`src/sv/cfmp_pkg.sv`:
```
// Shared types and constants of the cron field mask parser.
// No dependencies; every other file of the block but the assertion header imports it.
package cfmp_pkg;

	localparam int FIELD_W    = 64;
	localparam int CHAR_W     = 8;
	localparam int VAL_W      = 7;
	localparam int CUR_W      = 8;
	localparam int CNT_W      = 2;
	localparam int CFG_IDX_W  = 1;
	localparam int CFG_DATA_W = 6;

	localparam logic [CFG_IDX_W-1:0] REG_UNIT_MIN = 1'd0;
	localparam logic [CFG_IDX_W-1:0] REG_UNIT_MAX = 1'd1;

	localparam logic [CFG_DATA_W-1:0] UNIT_MIN_RST = 6'd0;
	localparam logic [CFG_DATA_W-1:0] UNIT_MAX_RST = 6'd59;

	localparam logic [VAL_W-1:0] STAR_LAST = 7'd63;

	localparam logic [CHAR_W-1:0] CH_STAR  = 8'h2A;
	localparam logic [CHAR_W-1:0] CH_COMMA = 8'h2C;
	localparam logic [CHAR_W-1:0] CH_DASH  = 8'h2D;
	localparam logic [CHAR_W-1:0] CH_SLASH = 8'h2F;
	localparam logic [CHAR_W-1:0] CH_ZERO  = 8'h30;
	localparam logic [CHAR_W-1:0] CH_NINE  = 8'h39;

	typedef enum logic [6:0] {
		PH_START = 7'b0000001,
		PH_STAR  = 7'b0000010,
		PH_BEG   = 7'b0000100,
		PH_END   = 7'b0001000,
		PH_STEP  = 7'b0010000,
		PH_XDASH = 7'b0100000,
		PH_XSTEP = 7'b1000000
	} phase_t;

	// controller -> datapath
	typedef struct packed {
		logic accept;
		logic load_walk;
		logic walk;
		logic emit;
	} cmd_t;

	// datapath -> controller
	typedef struct packed {
		logic last;
		logic expand;
		logic fin_ok;
		logic walk_done;
	} sts_t;

endpackage

```
`src/sv/cfmp_if.sv`:
```
// Handshake channels of the cron field mask parser: characters in, masks out.
// Depends on cfmp_pkg for the payload widths.
interface cfmp_char_if
	import cfmp_pkg::*;
();
	logic              valid;
	logic              ready;
	logic [CHAR_W-1:0] char_code;
	logic              last_char;

	modport source (output valid, char_code, last_char, input ready);
	modport sink (input valid, char_code, last_char, output ready);
endinterface

interface cfmp_mask_if
	import cfmp_pkg::*;
();
	logic               valid;
	logic               ready;
	logic [FIELD_W-1:0] field_mask;
	logic               token_valid;

	modport source (output valid, field_mask, token_valid, input ready);
	modport sink (input valid, field_mask, token_valid, output ready);
endinterface

```
`src/sv/cfmp_ctrl.sv`:
```
// Controller of the cron field mask parser: accepts characters, sequences
// the range walk and loads the output register. Depends on cfmp_pkg.
module cfmp_ctrl
	import cfmp_pkg::*;
(
	input  logic clk,
	input  logic arst_n,
	input  logic in_valid,
	output logic in_ready,
	output logic out_valid,
	input  logic out_ready,
	input  sts_t sts,
	output cmd_t cmd
);

	typedef enum logic [3:0] {
		ST_IDLE     = 4'b0001,
		ST_WALK     = 4'b0010,
		ST_WALK_FIN = 4'b0100,
		ST_EMIT     = 4'b1000
	} ctrl_state_t;

	ctrl_state_t state_q, state_d;
	logic        out_valid_q;
	logic        accept;

	assign in_ready  = (state_q == ST_IDLE);
	assign out_valid = out_valid_q;
	assign accept    = in_valid && in_ready;

	always_comb begin
		cmd.accept    = accept;
		cmd.load_walk = accept && (sts.last ? sts.fin_ok : sts.expand);
		cmd.walk      = ((state_q == ST_WALK) || (state_q == ST_WALK_FIN)) && !sts.walk_done;
		cmd.emit      = (state_q == ST_EMIT) && (!out_valid_q || out_ready);
	end

	always_comb begin
		state_d = state_q;
		case (state_q)
			ST_IDLE: begin
				if (accept) begin
					if (sts.last) begin
						state_d = sts.fin_ok ? ST_WALK_FIN : ST_EMIT;
					end else if (sts.expand) begin
						state_d = ST_WALK;
					end
				end
			end
			ST_WALK: begin
				if (sts.walk_done) begin
					state_d = ST_IDLE;
				end
			end
			ST_WALK_FIN: begin
				if (sts.walk_done) begin
					state_d = ST_EMIT;
				end
			end
			ST_EMIT: begin
				if (cmd.emit) begin
					state_d = ST_IDLE;
				end
			end
			default: begin
				state_d = ST_IDLE;
			end
		endcase
	end

	always_ff @(posedge clk or negedge arst_n) begin
		if (!arst_n) begin
			state_q     <= ST_IDLE;
			out_valid_q <= 1'b0;
		end else begin
			state_q <= state_d;
			if (cmd.emit) begin
				out_valid_q <= 1'b1;
			end else if (out_ready) begin
				out_valid_q <= 1'b0;
			end
		end
	end

endmodule

```
`src/sv/cfmp_dp.sv`:
```
// Datapath of the cron field mask parser: token syntax state, unit limits,
// range walker, mask registers and output register. Depends on cfmp_pkg.
module cfmp_dp
	import cfmp_pkg::*;
#(
	parameter int MASK_BITS = 64
) (
	input  logic                  clk,
	input  logic                  arst_n,
	input  logic [CHAR_W-1:0]     char_code,
	input  logic                  last_char,
	input  logic                  cfg_we,
	input  logic [CFG_IDX_W-1:0]  cfg_index,
	input  logic [CFG_DATA_W-1:0] cfg_data,
	input  cmd_t                  cmd,
	output sts_t                  sts,
	output logic [FIELD_W-1:0]    field_mask,
	output logic                  token_valid
);

	localparam int IDX_W = $clog2(MASK_BITS);

	function automatic logic [VAL_W-1:0] times_ten_plus(input logic [VAL_W-1:0] x,
		input logic [3:0] d);
		logic [VAL_W+2:0] sum;
		sum = {x, 3'b000} + {2'b00, x, 1'b0} + {(VAL_W-1)'(0), d};
		return sum[VAL_W-1:0];
	endfunction

	// parse state
	phase_t                phase_q, phase_n;
	logic [VAL_W-1:0]      start_q, start_n, end_q, end_n, step_q, step_n;
	logic [CNT_W-1:0]      cnt_q, cnt_n;
	logic                  err_q, err_n, star_q, star_n;
	logic                  fin_ok_q;
	logic [CFG_DATA_W-1:0] unit_min_q, unit_max_q;

	// walker and masks
	logic [CUR_W-1:0]      cur_q;
	logic [VAL_W-1:0]      wend_q, wstep_q;
	logic [MASK_BITS-1:0]  work_q, good_q, out_mask_q;
	logic                  out_tv_q;

	logic                  in_num, n_in_num, is_digit;
	logic [3:0]            digit;
	phase_t                src_phase;
	logic [VAL_W-1:0]      src_start, src_end, src_step;
	logic [CUR_W-1:0]      ld_cur;
	logic [VAL_W-1:0]      ld_end, ld_step;
	logic                  cur_hit;

	assign in_num = (phase_q inside {PH_BEG, PH_END, PH_STEP, PH_XDASH, PH_XSTEP});
	assign n_in_num = (phase_n inside {PH_BEG, PH_END, PH_STEP, PH_XDASH, PH_XSTEP});
	assign is_digit = (char_code inside {[CH_ZERO:CH_NINE]});
	assign digit = char_code[3:0];

	// one character of token syntax
	always_comb begin
		phase_n = phase_q;
		start_n = start_q;
		end_n   = end_q;
		step_n  = step_q;
		cnt_n   = cnt_q;
		err_n   = err_q;
		star_n  = star_q;
		if (!err_q) begin
			if (is_digit) begin
				if (phase_q == PH_START) begin
					phase_n = PH_BEG;
					start_n = {3'b000, digit};
					cnt_n   = 2'd1;
				end else if (in_num && cnt_q < 2'd2) begin
					case (phase_q)
						PH_BEG:  start_n = times_ten_plus(start_q, digit);
						PH_END:  end_n   = times_ten_plus(end_q, digit);
						PH_STEP: step_n  = times_ten_plus(step_q, digit);
						default: ;
					endcase
					cnt_n = cnt_q + 2'd1;
				end else begin
					err_n = 1'b1;
				end
			end else if (char_code == CH_STAR) begin
				if (phase_q == PH_START) begin
					phase_n = PH_STAR;
					star_n  = 1'b1;
				end else begin
					err_n = 1'b1;
				end
			end else if (char_code == CH_COMMA) begin
				if (in_num && cnt_q != 2'd0) begin
					phase_n = PH_BEG;
					start_n = '0;
					end_n   = '0;
					step_n  = '0;
					cnt_n   = 2'd0;
				end else begin
					err_n = 1'b1;
				end
			end else if (char_code == CH_DASH) begin
				if (in_num && cnt_q != 2'd0) begin
					if (phase_q == PH_BEG) begin
						phase_n = PH_END;
						end_n   = '0;
						step_n  = 7'd1;
					end else begin
						phase_n = PH_XDASH;
					end
					cnt_n = 2'd0;
				end else begin
					err_n = 1'b1;
				end
			end else if (char_code == CH_SLASH) begin
				if ((phase_q == PH_END || phase_q == PH_XDASH) && cnt_q != 2'd0) begin
					if (phase_q == PH_END) begin
						phase_n = PH_STEP;
						step_n  = '0;
					end else begin
						phase_n = PH_XSTEP;
					end
					cnt_n = 2'd0;
				end else begin
					err_n = 1'b1;
				end
			end else begin
				err_n = 1'b1;
			end
		end
	end

	// a comma expands the item before it; the last character expands the item it closes
	always_comb begin
		src_phase = last_char ? phase_n : phase_q;
		src_start = last_char ? start_n : start_q;
		src_end   = last_char ? end_n : end_q;
		src_step  = last_char ? step_n : step_q;
		ld_cur    = {1'b0, src_start};
		ld_end    = src_end;
		ld_step   = src_step;
		if (last_char && phase_n == PH_STAR) begin
			ld_cur  = '0;
			ld_end  = STAR_LAST;
			ld_step = 7'd1;
		end else if (src_phase == PH_BEG) begin
			ld_end  = src_start;
			ld_step = 7'd1;
		end else if (src_step == '0) begin
			// zero step: start value alone, nothing when start is past end
			ld_end  = (src_start <= src_end) ? src_start : src_end;
			ld_step = 7'd1;
		end
	end

	always_comb begin
		sts.last      = last_char;
		sts.expand    = !err_q && (char_code == CH_COMMA) && in_num && (cnt_q != 2'd0);
		sts.fin_ok    = !err_n && ((phase_n == PH_STAR && star_n) || (n_in_num && cnt_n != 2'd0));
		sts.walk_done = (cur_q > {1'b0, wend_q});
	end

	assign cur_hit = (cur_q < CUR_W'(MASK_BITS)) && (cur_q >= {2'b00, unit_min_q})
		&& (cur_q <= {2'b00, unit_max_q});

	assign field_mask  = FIELD_W'(out_mask_q);
	assign token_valid = out_tv_q;

	always_ff @(posedge clk or negedge arst_n) begin
		if (!arst_n) begin
			phase_q    <= PH_START;
			start_q    <= '0;
			end_q      <= '0;
			step_q     <= '0;
			cnt_q      <= '0;
			err_q      <= 1'b0;
			star_q     <= 1'b0;
			fin_ok_q   <= 1'b0;
			unit_min_q <= UNIT_MIN_RST;
			unit_max_q <= UNIT_MAX_RST;
			work_q     <= '0;
			good_q     <= '0;
		end else begin
			if (cfg_we) begin
				case (cfg_index)
					REG_UNIT_MIN: unit_min_q <= cfg_data;
					REG_UNIT_MAX: unit_max_q <= cfg_data;
					default: ;
				endcase
			end
			if (cmd.accept) begin
				if (last_char) begin
					phase_q  <= PH_START;
					start_q  <= '0;
					end_q    <= '0;
					step_q   <= '0;
					cnt_q    <= '0;
					err_q    <= 1'b0;
					star_q   <= 1'b0;
					fin_ok_q <= sts.fin_ok;
				end else begin
					phase_q <= phase_n;
					start_q <= start_n;
					end_q   <= end_n;
					step_q  <= step_n;
					cnt_q   <= cnt_n;
					err_q   <= err_n;
					star_q  <= star_n;
				end
			end
			if (cmd.emit) begin
				work_q <= '0;
				if (fin_ok_q) begin
					good_q <= work_q;
				end
			end else if (cmd.walk && cur_hit) begin
				work_q[cur_q[IDX_W-1:0]] <= 1'b1;
			end
		end
	end

	always_ff @(posedge clk) begin
		if (cmd.load_walk) begin
			cur_q   <= ld_cur;
			wend_q  <= ld_end;
			wstep_q <= ld_step;
		end else if (cmd.walk) begin
			cur_q <= cur_q + {1'b0, wstep_q};
		end
		if (cmd.emit) begin
			out_mask_q <= fin_ok_q ? work_q : good_q;
			out_tv_q   <= fin_ok_q;
		end
	end

endmodule

```
`src/sv/cron_field_mask_parser.sv`:
```
// Cron time-field parser. Takes a token such as "3-15/2,18" or "*" one
// character per transaction, the last one flagged, and returns one mask per
// token with token_valid; an invalid token returns the last good mask with
// token_valid low. A comma that closes an item, and the flagged last character
// of a valid token, start the range walker, which visits one value per cycle
// and holds the input until it sees its end; a star visits 0..63. The flagged
// last character then passes through the emit state, in which the result
// enters the output register. The next character is taken while that result
// waits to be read; a result that is still waiting holds the next one, and the
// input with it.
// Depends on cfmp_pkg, cfmp_if, cfmp_ctrl and cfmp_dp.
module cron_field_mask_parser
	import cfmp_pkg::*;
#(
	parameter int MASK_BITS = 64
) (
	input  logic                  clk,
	input  logic                  arst_n,
	cfmp_char_if.sink             char_ch,
	cfmp_mask_if.source           mask_ch,
	input  logic                  cfg_we,
	input  logic [CFG_IDX_W-1:0]  cfg_index,
	input  logic [CFG_DATA_W-1:0] cfg_data
);

	cmd_t cmd;
	sts_t sts;

	cfmp_ctrl u_ctrl (
		.clk       (clk),
		.arst_n    (arst_n),
		.in_valid  (char_ch.valid),
		.in_ready  (char_ch.ready),
		.out_valid (mask_ch.valid),
		.out_ready (mask_ch.ready),
		.sts       (sts),
		.cmd       (cmd)
	);

	cfmp_dp #(
		.MASK_BITS (MASK_BITS)
	) u_dp (
		.clk         (clk),
		.arst_n      (arst_n),
		.char_code   (char_ch.char_code),
		.last_char   (char_ch.last_char),
		.cfg_we      (cfg_we),
		.cfg_index   (cfg_index),
		.cfg_data    (cfg_data),
		.cmd         (cmd),
		.sts         (sts),
		.field_mask  (mask_ch.field_mask),
		.token_valid (mask_ch.token_valid)
	);

endmodule

```
`src/flat_wrapper.sv`:
```
// flat-port wrapper written by rule: the top's interface ports become plain ports
module cron_field_mask_parser_flat import cfmp_pkg::*;
#(
	parameter int MASK_BITS = 64
)
  (clk, arst_n, cfg_we, cfg_index, cfg_data, char_ch_valid, char_ch_char_code, char_ch_last_char, char_ch_ready, mask_ch_valid, mask_ch_field_mask, mask_ch_token_valid, mask_ch_ready);
  cfmp_char_if char_ch_i ();
  cfmp_mask_if mask_ch_i ();
  input  logic clk;
  input  logic arst_n;
  input  logic cfg_we;
  input  logic [CFG_IDX_W-1:0] cfg_index;
  input  logic [CFG_DATA_W-1:0] cfg_data;
  input wire logic [$bits(char_ch_i.valid)-1:0] char_ch_valid;
  input wire logic [$bits(char_ch_i.char_code)-1:0] char_ch_char_code;
  input wire logic [$bits(char_ch_i.last_char)-1:0] char_ch_last_char;
  output wire logic [$bits(char_ch_i.ready)-1:0] char_ch_ready;
  output wire logic [$bits(mask_ch_i.valid)-1:0] mask_ch_valid;
  output wire logic [$bits(mask_ch_i.field_mask)-1:0] mask_ch_field_mask;
  output wire logic [$bits(mask_ch_i.token_valid)-1:0] mask_ch_token_valid;
  input wire logic [$bits(mask_ch_i.ready)-1:0] mask_ch_ready;
  assign char_ch_i.valid = char_ch_valid;
  assign char_ch_i.char_code = char_ch_char_code;
  assign char_ch_i.last_char = char_ch_last_char;
  assign char_ch_ready = char_ch_i.ready;
  assign mask_ch_valid = mask_ch_i.valid;
  assign mask_ch_field_mask = mask_ch_i.field_mask;
  assign mask_ch_token_valid = mask_ch_i.token_valid;
  assign mask_ch_i.ready = mask_ch_ready;
  cron_field_mask_parser #(.MASK_BITS(MASK_BITS)) u_core (.clk(clk), .arst_n(arst_n), .char_ch(char_ch_i), .mask_ch(mask_ch_i), .cfg_we(cfg_we), .cfg_index(cfg_index), .cfg_data(cfg_data));
endmodule
```
`config.mk`:
```
export PLATFORM = sky130hd
export DESIGN_NAME = cron_field_mask_parser_flat
export DESIGN_NICKNAME = d
export VERILOG_FILES = /design/src/sv/cfmp_pkg.sv /design/src/sv/cfmp_if.sv /design/src/sv/cfmp_ctrl.sv /design/src/sv/cfmp_dp.sv /design/src/sv/cron_field_mask_parser.sv /design/src/flat_wrapper.sv
export SDC_FILE = /design/constraint.sdc
export NUM_CORES = 1
export LEC_CHECK = 0
export BUFFER_PORTS_ARGS = -buffer_cell sky130_fd_sc_hd__buf_2
export CAP_MARGIN = 5
export CORE_MARGIN = 1.5
export CORE_UTILIZATION = 65
export DETAILED_ROUTE_END_ITERATION = 12
export PLACE_DENSITY_LB_ADDON = 0.25
export REMOVE_ABC_BUFFERS = 1
export SLEW_MARGIN = 25
export SYNTH_ARGS = -nofsm -noshare
export SYNTH_HDL_FRONTEND = slang
export SYNTH_SLANG_ARGS = --single-unit
```
`constraint.sdc`:
```
create_clock -name clk -period 9.7 [get_ports clk]
set_input_delay 0.485 -clock clk [delete_from_list [all_inputs] [get_ports clk]]
set_output_delay 0.485 -clock clk [all_outputs]
set_load 0.01 [all_outputs]
```
==> results_dict.tcl <==
set metrics [dict create \
    status "finished clean" \
    area_growth_syn_to_layout_pct 11.8 \
    hp-class "in2reg" \
    via_per_inst 6.31 \
    ir_drop_mv 0.138 \
    period_minus_slack_ns 4.86 \
    synth_cells 1078 \
    cp-start-kind "flop" \
    cts.sinks 265 \
    n_antenna_cell 0 \
    cp_max_fo 16 \
    maxSlewViolCount 0 \
    crit_buf_inv 2 \
    synth-edff-count 87 \
    clockBufferDepth 3 \
    cp_cell_sequence "inv_1 -> nand4_1 -> nor3_1 -> o21ai_0 -> a21oi_1 -> ha_1 -> a21oi_1 -> nor2b_1 -> o21ai_0 -> o21ai_0 -> o22ai_1 -> o2111a_1 -> a211oi_1 -> buf_4 -> nor3b_1 -> a31oi_1" \
    finalSetupViolCount 0 \
    grt_max_degree 75 \
    grt_pass1_wl_um 47000 \
    synth_area_leaders "dfrtp_1 (32%), edfxtp_1 (20%), mux2_2 (12%)" \
    clock_latency_ns 0.55 \
    io_pins 88 \
    swShare 0.291 \
    critical-path-max-stage-delay_ns 0.79 \
    post_dp_cell_area_um2 13900 \
    grt_pass1_vias 9004 \
    coreArea_um2 19700 \
    p_switching_uw 860 \
    die_area_um2 21200 \
    wl_per_cell_um 19.8 \
    max_slew_margin 0.369 \
    antenna_found_initial 0 \
    synth_top_area_cell "dfrtp_1" \
    drtPass1Iterations 5 \
    dp_hpwl_um 19100 \
    port-buffer-count 87 \
    routed-via-count 9055 \
    drc_errors 0 \
    combinationalPowerShare 0.198 \
    gp_congestion 1.01 \
    cts_tree "yes" \
    end_kind "flop" \
    cpMostUsedCell "o21ai_0" \
    final_common_cell "dfrtp_1" \
    max_slew.worst_pin.slew_ns 0.939 \
    async_reset_ff_frac 0.672 \
    yosysWarnings 0 \
    htree_levels 1 \
    crit_slowest_cell "nor3_1" \
    layout_common_cells "dfrtp_1 (170), mux2_2 (136), edfxtp_1 (87)" \
    start_util 0.671 \
    required_ns 9.97 \
    ctsRootBufferMaster "clkbuf_16" \
    pre_cts_ws_ns 4.86 \
    ys_seq_elements 265 \
    ys.flop_type "dfrtp_1" \
    drv_cap 0 \
    fin_skew_ns 0.0156 \
    power_density_nw_per_um2 200 \
    worst_path_dominant_cell_family "compound AO/OA/AOI/OAI gates" \
    seqPwrFrac 0.443 \
    finalCritPeriodShare 0.501 \
    cts_setup_buffers 0 \
    timing.hold.ws_ns 0.164 \
    ant_nets 0 \
    crit_arrival_ns 5.13 \
    cts_resized 0 \
    die_h_um 146 \
    final_nets 1236 \
    power_leakage_uw 0.00678 \
    crit_type "reg2reg" \
    fmax_mhz 206 \
    hold_viol_final 0 \
    p_total_uw 2960 \
    r2r_slack_ns 4.84 \
    fin_area_um2 14800 \
    fin_ws_ns 4.84 \
    internal_power_uw 2100 \
    die_x_um 146 \
    totalWireLength_um 28500 \
    tns_ns 0 \
    ctsHoldBuffers 1 \
    synth_area_per_cell_um2 12.3 \
    syn_area_um2 13200 \
    drt_iter0_drc 637 \
    overflow 0 \
    ys_types 74 \
    rsz0062_at_grt "false" \
    clkPwrFrac 0.360 \
    yosysSeqAreaShare 0.535 \
    clk_pin_slew_worst_paths_ns 0.06 \
    cts_buffers 27 \
    synth_top_area_frac 0.324 \
    num_rows 51 \
    drive_gt1_frac 0.249 \
    track_usage 0.274 \
]
-- layout make-up --
cell class / instances / area (um2)
clock inverters: 7 / 124
flip-flops and latches: 265 / 7080
inverters: 51 / 194
well taps: 265 / 332
multi-input cells: 709 / 5750
repair buffers: 96 / 512
fillers: 1252 / 4940
clock buffers: 42 / 793
-- Yosys cell counts, types with 5 or more instances --
library cell and instances:
a31oi_1 9, nor2b_1 14, a21oi_1 32, nor3_1 10
nand3_1 22, o31ai_1 5, nor2_1 53, a22oi_1 9
nand4_1 11, nor4_1 6, xnor2_1 18, edfxtp_1 87
dfstp_2 7, nor3b_1 9, and3_1 12, a32o_1 7
o22ai_1 8, mux2_2 136, inv_1 49, a22o_1 79
fa_1 7, xor2_1 7, ha_1 58, mux2i_1 9
o21a_1 5, a211oi_1 7, a21o_1 13, dfrtp_1 171
nand2b_1 7, o21ai_0 36, nand2_1 52, clkbuf_1 48
-- cells by family after synthesis --
group           count (synthesis)  synth area share
flops                         265             0.535
buf+inv                       104            0.0305
mux                           147             0.125
xor+xnor                       25            0.0166
simple gates                  223            0.0890
fa+ha+maj                      65            0.0655
compound gates                249             0.139
-- state kept, by name (all words and copies together), names as in the netlist --
name                     cells
u_core.u_dp.start_q          7
u_core.u_dp.unit_min_q       6
u_core.u_dp.good_q          64
u_core.u_dp.phase_q          7
u_core.u_dp.unit_max_q       6
u_core.u_dp.cur_q            8
u_core.u_dp.wstep_q          7
u_core.u_dp.err_q            1
u_core.u_ctrl.state_q        4
u_core.u_dp.cnt_q            2
u_core.u_dp.token_valid      1
u_core.u_dp.field_mask      64
u_core.u_dp.step_q           7
u_core.u_dp.end_q            7
u_core.u_dp.fin_ok_q         1
u_core.u_dp.work_q          64
u_core.u_ctrl.out_valid      1
u_core.u_dp.star_q           1
u_core.u_dp.wend_q           7
-- power by group through the flow --
stage	Sequential (uW)	Clock [uW]	Combinational, uW
6_report	1310	1060	585
5_1_grt	1320	1130	643
4_1_cts	1310	1080	580
3_5_place_dp	1330	0	576
3_3_place_gp	1320	0	568
2_1_floorplan	1340	0	368
-- worst paths after layout --
| kind | from | depth (start not counted) | to |
|---|---|---|---|
| setup / recovery | u_core.u_dp.err_q | 16 | u_core.u_dp.wend_q[2] |
| hold / removal | cfg_data[1] | 3 | u_core.u_dp.unit_min_q[1] |
| setup reg to reg | u_core.u_dp.err_q | 16 | u_core.u_dp.wend_q[2] |
| hold reg to reg | u_core.u_dp.good_q[47] | 1 | u_core.u_dp.good_q[47] |
| max in group asynchronous | arst_n | 3 | u_core.u_dp.fin_ok_q |
| min in group asynchronous | arst_n | 2 | u_core.u_dp.work_q[20] |
-- worst min-delay path, stage by stage --
cell and delay, ns:
buf_2 0.08, nand2_1 0.04, o21ai_0 0.05
-- metal layers --
layer | share of wire | GRT usage | vias up
met4 | 0.023 | 0.0832 | 0
met2 | 0.49 | 0.461 | 298
met3 | 0.057 | 0.0433 | 61
met1 | 0.43 | 0.371 | 4497
met5 | 0 | 0 | -
li1 | - | - | 4199
-- per-stage QoR --
| step | util | instances |
|---|---|---|
| 4_1_cts | 0.750 | 1435 |
| 6_report | 0.750 | 1435 |
| 5_1_grt | 0.750 | 1435 |
| 3_3_place_gp | 0.703 | 1385 |
| 2_1_floorplan | - | 1025 |
| 3_5_place_dp | 0.703 | 1385 |
No activity file was read; power rests on OpenSTA's default activity.
